**config.mk**
```make
export PLATFORM = sky130hd
export DESIGN_NAME = vertex_component_to_float_core
export DESIGN_NICKNAME = d
export VERILOG_FILES = /design/src/rtl/vctf_pkg.sv /design/src/rtl/vctf_decode.sv /design/src/rtl/vctf_lzc.sv /design/src/rtl/vctf_round.sv /design/src/rtl/vertex_component_to_float_core.sv
export SDC_FILE = /design/constraint.sdc
export NUM_CORES = 1
export LEC_CHECK = 0
export BUFFER_PORTS_ARGS = -buffer_cell sky130_fd_sc_hd__buf_4
export CAP_MARGIN = 0
export CORE_AREA = 2 2 185 187
export DETAILED_ROUTE_END_ITERATION = 8
export DIE_AREA = 0 0 187 189
export PLACE_DENSITY_LB_ADDON = 0.25
export SLEW_MARGIN = 20
export SYNTH_ARGS = -nofsm -noshare
export SYNTH_HDL_FRONTEND = slang
export SYNTH_SLANG_ARGS = --single-unit
```
**constraint.sdc**
```tcl
create_clock -name clk -period 9.6 [get_ports clk]
set_clock_uncertainty 0.15 [all_clocks]
set_input_delay 1.44 -clock clk [delete_from_list [all_inputs] [get_ports clk]]
set_output_delay 1.44 -clock clk [all_outputs]
set_load 0.01 [all_outputs]
```
**src/rtl/vctf_pkg.sv**
```systemverilog
// ----------------------------------------------------------------------------
// vctf_pkg: shared types and codes for the component to float converter
// Component kind codes, register indexes and the stage payload structs.
// ----------------------------------------------------------------------------
package vctf_pkg;

  // component kinds
  localparam logic [2:0] KIND_SBYTE  = 3'd0;
  localparam logic [2:0] KIND_UBYTE  = 3'd1;
  localparam logic [2:0] KIND_SSHORT = 3'd2;
  localparam logic [2:0] KIND_USHORT = 3'd3;
  localparam logic [2:0] KIND_UINT32 = 3'd4;
  localparam logic [2:0] KIND_FLOAT  = 3'd5;

  // register indexes
  localparam logic REG_KIND = 1'b0;
  localparam logic REG_NORM = 1'b1;

  localparam logic [31:0] FLT_NEG_ONE = 32'hBF80_0000;
  localparam logic [31:0] FLT_ZERO    = 32'h0000_0000;

  // stage 1 -> stage 2
  typedef struct packed {
    logic        byp;       // result fixed at decode
    logic [31:0] byp_bits;
    logic        sign;
    logic [63:0] frac;      // bit string to normalise
    logic        xstk;      // ones lie beyond the string
    logic        nrm;       // fraction scaling (value = 0.frac)
  } vctf_dec_t;

  // stage 2 -> stage 3
  typedef struct packed {
    vctf_dec_t  d;
    logic       zero;
    logic [5:0] lz;
  } vctf_lzc_t;

endpackage

```
**src/rtl/vctf_decode.sv**
```systemverilog
// ----------------------------------------------------------------------------
// vctf_decode: first stage, picks the component apart
// Builds sign, magnitude string and bypass result for the selected kind.
// A normalised n-bit value m/(2^n-1) is the pattern m repeated forever.
// ----------------------------------------------------------------------------
module vctf_decode (
  input  logic                 clk,
  input  logic                 rst,
  input  logic                 adv,
  input  logic                 in_ok,
  input  logic [31:0]          raw_component,
  input  logic [2:0]           kind,
  input  logic                 norm,
  output logic                 vld,
  output vctf_pkg::vctf_dec_t  dout
);

  vctf_pkg::vctf_dec_t d_next;
  logic [7:0]  mag8;
  logic [15:0] mag16;
  logic [69:0] rep7;
  logic [74:0] rep15;

  always_comb begin
    mag8  = raw_component[7]  ? (8'd0 - raw_component[7:0])   : raw_component[7:0];
    mag16 = raw_component[15] ? (16'd0 - raw_component[15:0]) : raw_component[15:0];
    rep7  = {10{mag8[6:0]}};
    rep15 = {5{mag16[14:0]}};
  end

  // kind decode
  always_comb begin
    d_next.byp      = 1'b0;
    d_next.byp_bits = vctf_pkg::FLT_ZERO;
    d_next.sign     = 1'b0;
    d_next.frac     = 64'd0;
    d_next.xstk     = 1'b0;
    d_next.nrm      = 1'b0;
    case (kind)
      vctf_pkg::KIND_SBYTE: begin
        d_next.sign = raw_component[7];
        if (norm) begin
          d_next.nrm = 1'b1;
          if (raw_component[7:0] == 8'h80) begin
            d_next.byp      = 1'b1;
            d_next.byp_bits = vctf_pkg::FLT_NEG_ONE;
          end else begin
            d_next.frac = rep7[69:6];
            d_next.xstk = |mag8;
          end
        end else begin
          d_next.frac = {24'd0, mag8, 32'd0};
        end
      end
      vctf_pkg::KIND_UBYTE: begin
        if (norm) begin
          d_next.nrm  = 1'b1;
          d_next.frac = {8{raw_component[7:0]}};
          d_next.xstk = |raw_component[7:0];
        end else begin
          d_next.frac = {24'd0, raw_component[7:0], 32'd0};
        end
      end
      vctf_pkg::KIND_SSHORT: begin
        d_next.sign = raw_component[15];
        if (norm) begin
          d_next.nrm = 1'b1;
          if (raw_component[15:0] == 16'h8000) begin
            d_next.byp      = 1'b1;
            d_next.byp_bits = vctf_pkg::FLT_NEG_ONE;
          end else begin
            d_next.frac = rep15[74:11];
            d_next.xstk = |mag16;
          end
        end else begin
          d_next.frac = {16'd0, mag16, 32'd0};
        end
      end
      vctf_pkg::KIND_USHORT: begin
        if (norm) begin
          d_next.nrm  = 1'b1;
          d_next.frac = {4{raw_component[15:0]}};
          d_next.xstk = |raw_component[15:0];
        end else begin
          d_next.frac = {16'd0, raw_component[15:0], 32'd0};
        end
      end
      vctf_pkg::KIND_UINT32: begin
        d_next.frac = {raw_component, 32'd0};
      end
      vctf_pkg::KIND_FLOAT: begin
        d_next.byp      = 1'b1;
        d_next.byp_bits = raw_component;
      end
      default: begin
        d_next.byp      = 1'b1;
        d_next.byp_bits = vctf_pkg::FLT_ZERO;
      end
    endcase
  end

  always_ff @(posedge clk) begin
    if (rst) begin
      vld <= 1'b0;
    end else if (adv) begin
      vld <= in_ok;
    end
  end

  always_ff @(posedge clk) begin
    if (adv) begin
      dout <= d_next;
    end
  end

endmodule

```
**src/rtl/vctf_lzc.sv**
```systemverilog
// ----------------------------------------------------------------------------
// vctf_lzc: second stage, leading zero count
// Counts leading zeros of the 64-bit string and flags an all-zero value.
// ----------------------------------------------------------------------------
module vctf_lzc (
  input  logic                 clk,
  input  logic                 rst,
  input  logic                 adv,
  input  logic                 vld_in,
  input  vctf_pkg::vctf_dec_t  din,
  output logic                 vld,
  output vctf_pkg::vctf_lzc_t  dout
);

  logic [5:0] lz_next;

  // priority encode, highest set bit wins
  always_comb begin
    lz_next = 6'd0;
    for (int i = 0; i < 64; i++) begin
      if (din.frac[i]) lz_next = 6'(63 - i);
    end
  end

  always_ff @(posedge clk) begin
    if (rst) begin
      vld <= 1'b0;
    end else if (adv) begin
      vld <= vld_in;
    end
  end

  always_ff @(posedge clk) begin
    if (adv) begin
      dout.d    <= din;
      dout.zero <= ~|din.frac;
      dout.lz   <= lz_next;
    end
  end

endmodule

```
**src/rtl/vctf_round.sv**
```systemverilog
// ----------------------------------------------------------------------------
// vctf_round: third and fourth stages, normalise, round and pack
// Stage 3 shifts the leading one to the top and splits mantissa, guard
// and sticky; stage 4 rounds to nearest even and holds the output beat.
// ----------------------------------------------------------------------------
module vctf_round (
  input  logic                 clk,
  input  logic                 rst,
  input  logic                 adv,
  input  logic                 vld_in,
  input  vctf_pkg::vctf_lzc_t  din,
  output logic                 vld,
  output logic [31:0]          float_bits
);

  logic [63:0] sh;
  logic [7:0]  exp_next;

  // stage 3 registers
  logic        v3;
  logic        byp3;
  logic [31:0] byp_bits3;
  logic        zero3;
  logic        sign3;
  logic [7:0]  exp3;
  logic [22:0] mant3;
  logic        g3;
  logic        st3;

  logic        up;
  logic [30:0] mag_rnd;

  always_comb begin
    sh       = din.d.frac << din.lz;
    exp_next = din.d.nrm ? (8'd126 - {2'd0, din.lz}) : (8'd158 - {2'd0, din.lz});
  end

  always_ff @(posedge clk) begin
    if (rst) begin
      v3 <= 1'b0;
    end else if (adv) begin
      v3 <= vld_in;
    end
  end

  always_ff @(posedge clk) begin
    if (adv) begin
      byp3      <= din.d.byp;
      byp_bits3 <= din.d.byp_bits;
      zero3     <= din.zero;
      sign3     <= din.d.sign;
      exp3      <= exp_next;
      mant3     <= sh[62:40];
      g3        <= sh[39];
      st3       <= (|sh[38:0]) | din.d.xstk;
    end
  end

  // round to nearest even; a carry out of the mantissa bumps the exponent
  always_comb begin
    up      = g3 & (st3 | mant3[0]);
    mag_rnd = {exp3, mant3} + {30'd0, up};
  end

  always_ff @(posedge clk) begin
    if (rst) begin
      vld <= 1'b0;
    end else if (adv) begin
      vld <= v3;
    end
  end

  always_ff @(posedge clk) begin
    if (adv) begin
      if (byp3) begin
        float_bits <= byp_bits3;
      end else if (zero3) begin
        float_bits <= vctf_pkg::FLT_ZERO;
      end else begin
        float_bits <= {sign3, mag_rnd};
      end
    end
  end

endmodule

```
**src/rtl/vertex_component_to_float_core.sv**
```systemverilog
// ----------------------------------------------------------------------------
// vertex_component_to_float_core: vertex component to single-precision float
// Four-stage pipeline converting one raw attribute component per beat.
// ----------------------------------------------------------------------------
// Usage:
//   Input channel: raw_component with in_valid / in_stall. A beat is taken
//   when in_valid is high and in_stall is low.
//   Output channel: float_bits with out_valid / out_stall, one result beat
//   for every input beat, in order.
//   Configuration: cfg_we writes cfg_data to register cfg_index
//   (0 component kind, 1 normalise enable); write only while idle.
//   An input beat reaches output valid through the registers of decode,
//   leading zero count, normalise shift, and round and output register.
//   Throughput is one beat per cycle unless out_stall holds a result; every
//   stage is a register stage and the whole pipe moves together.
//   When the receiver stalls with a result waiting, the pipe freezes and
//   in_stall rises in the same cycle; nothing is dropped or repeated.
//   Reset (rst, synchronous) empties the pipe and returns the registers to
//   float pass-through with normalisation off.
// ----------------------------------------------------------------------------
module vertex_component_to_float_core (
  input  logic        clk,
  input  logic        rst,
  input  logic        in_valid,
  output logic        in_stall,
  input  logic [31:0] raw_component,
  output logic        out_valid,
  input  logic        out_stall,
  output logic [31:0] float_bits,
  input  logic        cfg_we,
  input  logic        cfg_index,
  input  logic [2:0]  cfg_data
);

  logic [2:0] component_kind;
  logic       normalize_enable;
  logic       adv;
  logic       v1;
  logic       v2;
  vctf_pkg::vctf_dec_t s1;
  vctf_pkg::vctf_lzc_t s2;

  // configuration registers
  always_ff @(posedge clk) begin
    if (rst) begin
      component_kind   <= vctf_pkg::KIND_FLOAT;
      normalize_enable <= 1'b0;
    end else if (cfg_we) begin
      case (cfg_index)
        vctf_pkg::REG_KIND: component_kind   <= cfg_data;
        vctf_pkg::REG_NORM: normalize_enable <= cfg_data[0];
        default: ;
      endcase
    end
  end

  // whole pipe advances unless a finished beat is held back
  assign adv      = ~out_valid | ~out_stall;
  assign in_stall = ~adv;

  vctf_decode u_decode (
    .clk           (clk),
    .rst           (rst),
    .adv           (adv),
    .in_ok         (in_valid),
    .raw_component (raw_component),
    .kind          (component_kind),
    .norm          (normalize_enable),
    .vld           (v1),
    .dout          (s1)
  );

  vctf_lzc u_lzc (
    .clk    (clk),
    .rst    (rst),
    .adv    (adv),
    .vld_in (v1),
    .din    (s1),
    .vld    (v2),
    .dout   (s2)
  );

  vctf_round u_round (
    .clk        (clk),
    .rst        (rst),
    .adv        (adv),
    .vld_in     (v2),
    .din        (s2),
    .vld        (out_valid),
    .float_bits (float_bits)
  );

endmodule

```
* Yosys cells after proc, flatten, opt, wreduce, memory -nomap -nowiden
Cells that the tools add are included.
** Storage, ports and cells
- Logic and storage cells :: 157
- Bits in registers :: 315
- Input port bits :: 41
** Operators by class
- Add/sub/neg operators :: 5
- Reductions and logical operators :: 16
- Bitwise gates (word level) :: 8
- Shift-type cells :: 1
- Multiplexer cells :: 86
- Equal/unequal tests :: 7
** Operators by type and width (count)
- $pmux 64 s5 :: 1
- $mux 64 :: 4
- $mux 6 :: 32
- $mux 33 :: 4
- $pmux 33 s4 :: 1
- $mux 65 :: 2
- $mux 5 :: 16
- $mux 32 :: 2
- $reduce_or 64->1 :: 1
- $shl 64x6->63 :: 1
- $reduce_or 16->1 :: 3
- $reduce_or 39->1 :: 1
- $mux 4 :: 8
- $reduce_or 32->1 :: 1
- $add 31x1->31 :: 1
- $reduce_or 8->1 :: 3
- $eq 16x16->1 const B :: 1
- $mux 16 :: 1
- $mux 8 :: 2
- $sub 1x16->16 const A :: 1
- $mux 2 :: 6
- $mux 3 :: 4
- $eq 8x8->1 const B :: 1
- $pmux 2 s4 :: 1
- 17 further kinds :: 25

* Logic depth before layout (Yosys ltp)
- Depth after elaboration :: 63
- Gate-level depth with buffers :: 13
- Gate-level depth less buffers :: 10

* Modules after synthesis
A second synthesis with hierarchy kept.
** Second synthesis, totals
- Cells, all modules :: 1588
- Area, all modules :: 17682.0 µm²
** By module, submodules not included
- vctf_round :: instances 1, cells an instance 838, seq. area each 3042.9 µm², area an instance 8309.2 µm²
- vctf_decode :: instances 1, cells an instance 479, seq. area each 3022.9 µm², area an instance 5167.5 µm²
- vctf_lzc :: instances 1, cells an instance 252, seq. area each 3233.1 µm², area an instance 4020.1 µm²
- vertex_component_to_float_core :: instances 1, cells an instance 19, seq. area each 80.1 µm², area an instance 185.2 µm²

* Worst setup path after synthesis
OpenSTA, ideal clock, no wires.
- Path kind :: input to output
- Start point :: input port out_stall
- End point :: output port in_stall
- Buffers on the path :: 0
- Arrival time :: 9069 ps
- Slack :: -1059 ps
- Cell stages on the path :: 2
- Required time :: 8010 ps
- Cells stage by stage :: nand2_1 > inv_1
** On the way
- Cells in the longest elaborated chain, start to end :: 3
** RTL lines
- start: declaration :: line vertex_component_to_float_core.sv:28 : input logic out_stall,
- $not 1->1 :: line vertex_component_to_float_core.sv:58 : assign adv = ~out_valid | ~out_stall;
- $or 1x1->1 :: line vertex_component_to_float_core.sv:58
- $not 1->1 :: line vertex_component_to_float_core.sv:59 : assign in_stall = ~adv;
- end: declaration :: line vertex_component_to_float_core.sv:25 : output logic in_stall,
No other way between the ends.

* Final worst setup path
Ends and elaborated chain as after synthesis.

==> metrics.log <==
INFO  metric run_status = completed
INFO  metric drcViolationCount = 0
INFO  metric port_buffers = 74
INFO  metric most_used_cell_along_the_critical_path = sky130_fd_sc_hd__buf_4
INFO  metric critical_path_required = 8.01 ns
INFO  metric die_height = 189 µm
INFO  metric worstHoldPathType = reg2reg
INFO  metric yosysWarnings = 0
INFO  metric cts_post_setup_buffers_inserted = 0
INFO  metric timing.max_slew.rel_slack = 29.3%
INFO  metric area.growth.synth_to_final = 11.4%
INFO  metric ctsHtreeMaxLevel = 1
INFO  metric dp.final_hpwl = 33,700 µm
INFO  metric ctsResizeCount = 0
INFO  metric power = approximately 4.3 mW
INFO  metric report.final.setup_viol = 0
INFO  metric synth.net_count = 1,495
INFO  metric grt_start_max_net_pins = 146
INFO  metric worst-slew-pin-transition = 1.06 ns
INFO  metric chipWidth = 187 µm
INFO  metric grt_setup_unrepaired = false
INFO  metric via_count_of_the_first_global_routing_pass = around 11,000
INFO  metric viasPerCell = around 6.3
INFO  metric totalWireLength = 45,900 µm
INFO  metric final_min_period_over_clock_period = 45.5%
INFO  metric ios = 75
INFO  metric type_of_element_launching_the_critical_path = primary input
INFO  metric synthFlopType = sky130_fd_sc_hd__edfxtp_1
INFO  metric syn-mean-instance-area = 11.6 µm²
INFO  metric fp.dieArea = around 35,000 µm²
INFO  metric row_count = 67
INFO  metric number_of_sinks_on_the_clock_net = 314
INFO  metric clk_pin_slew = ~0.060 ns
INFO  metric route.detailed.wl_per_inst = 23.4 µm
INFO  metric leakagePower = around 7.5 nW
INFO  metric max_stage_delay = 0.70 ns
INFO  metric first_pass_iters = 6
INFO  metric finalMaxSlewViolations = 0
INFO  metric number_of_buffers_created_by_cts = 31
INFO  metric share_of_cells_above_drive_strength_1 = 16.2%
INFO  metric timing.setup.critical_path_class = in2out
INFO  metric grt_antenna_before_repair = 1
INFO  metric power_density = 229 nW/µm²
INFO  metric vias = 12,300
INFO  metric post_synth_num_cell_types = 68
INFO  metric setup_total_negative_slack = 0 ns
INFO  metric irDropWorstVdd = 0.000158 V
INFO  metric worstSkewPairLatency = 0.57 ns
INFO  metric clock_tree.root_cell = sky130_fd_sc_hd__clkbuf_16
INFO  metric starting_utilization_of_the_core_area = 50.6%
INFO  metric synth_async_sr_flop_share = 0%
INFO  metric grt_usage = 25.9%
INFO  metric r2r.worst_path.cells = 9
INFO  metric report.final.hold_viol_count = 0
INFO  metric fmaxAchievable = 0.229 GHz
INFO  metric routabilityCongestion = 0.982
INFO  metric final.hold.worst_slack = 0.261 ns
INFO  metric placeableCoreArea = 33,300 µm²
INFO  metric worstPathMaxFanout = ~150
INFO  metric seq_area_frac_synth = 55.5%
INFO  metric number_of_flops_mapped_to_enable_cells_by_yosys = 306
INFO  metric nNetsFinal = 1,533
INFO  metric timing.critical_path.arrival = approximately 2.8 ns
INFO  metric global_route.overflow_total = 0
INFO  metric drv_cap = 0
INFO  metric ant_nets = 0
INFO  metric hold_depth = 0
INFO  metric end_kind = output pin
INFO  metric synth_seq_cells = 314
INFO  metric slowest_stage = sky130_fd_sc_hd__nand2_8
INFO  metric cts.hold.buffers_added = 0
INFO  metric grt_pass1_wl = 69,900 µm
INFO  metric critical_path.cell_chain = buf_4, nand2_8, inv_1, buf_4
INFO  metric final.min_clock_period = 4.37 ns
INFO  metric final.fill_count = 2,757
INFO  metric drtIter0Drc = 1,531
INFO  metric synth_area = about 17,000 µm²
INFO  metric tritoncts = built
INFO  metric postSynthCellCount = between 1,000 and 1,500
INFO  metric cts-root-to-sink-buffers = 3
==> critical path: cells and delay by family <==
family | cells | cell delay, ns
buf+inv | 3 | 0.59
simple gates | 1 | 0.70
==> through the flow <==
stage	setup slack [ns]	utilization (%)	instance area, µm²	instances
finish	5.23	56.4	18800	1960
global placement	4.79	53.4	17800	1902
global route	5.06	56.4	18800	1959
detailed placement	4.72	53.4	17800	1902
CTS	5.17	56.4	18800	1959
floorplan	2.21	-	16900	1449
==> kinds of logic (layout without fill, tap and decap cells) <==
family | count (synthesis) | after routing | synth area share (%)
buffers and inverters | 119 | 181 | 2.90
multiplexers | 157 | 157 | 13.5
adder cells (fa/ha/maj) | 5 | 5 | 0.371
AO/OA/AOI/OAI | 251 | 251 | 9.52
XOR/XNOR | 51 | 51 | 2.65
other | 0 | 1 | 0
flip-flops | 314 | 314 | 55.5
AND/OR/NAND/NOR | 552 | 552 | 15.6
==> report_power, final <==
part | switching, mW | leakage (nW) | internal, mW
clock network | 0.498 | 0.492 | 0.691
registers | 0.119 | 3.62 | 1.72
logic | 0.743 | 3.40 | 0.518
total | 1.36 | 7.51 | 2.93
==> Yosys cell counts, types with 6 or more instances <==
cell	count	area, µm²
sky130_fd_sc_hd__nand2b_1	20	125
sky130_fd_sc_hd__o21ai_0	73	365
sky130_fd_sc_hd__and4_1	6	52.6
sky130_fd_sc_hd__nor2_1	127	477
sky130_fd_sc_hd__a22oi_1	13	97.6
sky130_fd_sc_hd__a22o_1	6	52.6
sky130_fd_sc_hd__buf_2	11	55.1
sky130_fd_sc_hd__mux4_2	37	833
sky130_fd_sc_hd__o22ai_1	12	75.1
sky130_fd_sc_hd__or2_2	8	50.1
sky130_fd_sc_hd__a21o_1	13	97.6
sky130_fd_sc_hd__dfxtp_1	8	160
sky130_fd_sc_hd__nor4_1	18	113
sky130_fd_sc_hd__mux4_1	10	263
sky130_fd_sc_hd__buf_1	20	75.1
sky130_fd_sc_hd__nor3_1	39	195
sky130_fd_sc_hd__o2111ai_1	9	78.8
sky130_fd_sc_hd__inv_1	29	109
sky130_fd_sc_hd__nor2b_1	8	50.1
sky130_fd_sc_hd__nand4_1	38	238
sky130_fd_sc_hd__mux2i_1	56	561
sky130_fd_sc_hd__clkbuf_1	51	191
sky130_fd_sc_hd__a211oi_1	13	97.6
sky130_fd_sc_hd__nand2_1	168	631
sky130_fd_sc_hd__and3_1	7	43.8
sky130_fd_sc_hd__edfxtp_1	306	9190
sky130_fd_sc_hd__and2_1	31	194
sky130_fd_sc_hd__mux2_2	53	597
sky130_fd_sc_hd__xnor2_1	27	236
sky130_fd_sc_hd__o31ai_1	13	97.6
sky130_fd_sc_hd__a21oi_1	54	270
sky130_fd_sc_hd__or4_1	7	52.6
sky130_fd_sc_hd__nand3_1	63	315
sky130_fd_sc_hd__xor2_1	24	210
==> cells in the final DEF, fill, tap and decap left out, types with 8 or more instances in the layout <==
master                      instances
sky130_fd_sc_hd__nand2b_1          20
sky130_fd_sc_hd__a21o_1            13
sky130_fd_sc_hd__inv_1             29
sky130_fd_sc_hd__dfxtp_1            8
sky130_fd_sc_hd__clkbuf_16         31
sky130_fd_sc_hd__o21ai_0           73
sky130_fd_sc_hd__xor2_1            24
sky130_fd_sc_hd__nand2_1          167
sky130_fd_sc_hd__o2111ai_1          9
sky130_fd_sc_hd__mux2_2            53
sky130_fd_sc_hd__a22oi_1           13
sky130_fd_sc_hd__mux4_2            37
sky130_fd_sc_hd__and2_1            31
sky130_fd_sc_hd__nor2b_1            8
sky130_fd_sc_hd__mux4_1            10
sky130_fd_sc_hd__edfxtp_1         306
sky130_fd_sc_hd__a211oi_1          13
sky130_fd_sc_hd__nor4_1            18
sky130_fd_sc_hd__nor2_1           127
sky130_fd_sc_hd__o31ai_1           13
sky130_fd_sc_hd__nor3_1            38
sky130_fd_sc_hd__mux2i_1           56
sky130_fd_sc_hd__nand3_1           63
sky130_fd_sc_hd__o22ai_1           12
sky130_fd_sc_hd__or2_2              8
sky130_fd_sc_hd__clkinv_2           8
sky130_fd_sc_hd__a21oi_1           54
sky130_fd_sc_hd__buf_4             88
sky130_fd_sc_hd__nand4_1           38
sky130_fd_sc_hd__xnor2_1           27
==> path summary, 6_finish.rpt <==
| check | startpoint | endpoint | slack (ns) |
|---|---|---|---|
| setup reg to reg | u_lzc.dout[0] | u_round.st3 | 5.37 |
| hold reg to reg | u_lzc.dout[103] | u_round.byp_bits3[29] | 0.26 |
| setup / recovery | out_stall | in_stall | 5.23 |
| hold / removal | u_lzc.dout[103] | u_round.byp_bits3[29] | 0.26 |
==> per-layer routing <==
layer | wire, µm | global-route usage, %
met1 | 19300 | 36.6
met2 | 20700 | 40.0
met5 | 0 | 0
met3 | 3440 | 3.11
met4 | 2460 | 12.8
==> layout make-up <==
type                    count  area (µm²)  share of cell area (%)
flip-flops and latches    314        9350                    49.8
multi-input cells        1016        7040                    37.5
clock buffers              40         830                    4.42
repair buffers             90         683                    3.64
well taps                 448         561                    2.99
clock inverters            17         180                   0.960
inverters                  34         128                   0.680
diodes                      1        2.50                  0.0133
==> registers in the layout, summed over array words and instances, names as in the netlist <==
signal and flops:
component_kind 3, normalize_enable 1, u_decode.dout 100, u_decode.vld 1, u_lzc.dout 106, u_lzc.vld 1
u_round.byp3 1, u_round.byp_bits3 32, u_round.exp3 8, u_round.float_bits 32, u_round.g3 1, u_round.mant3 23
u_round.sign3 1, u_round.st3 1, u_round.v3 1, u_round.vld 1, u_round.zero3 1
Power figures use the tool's default switching activity.
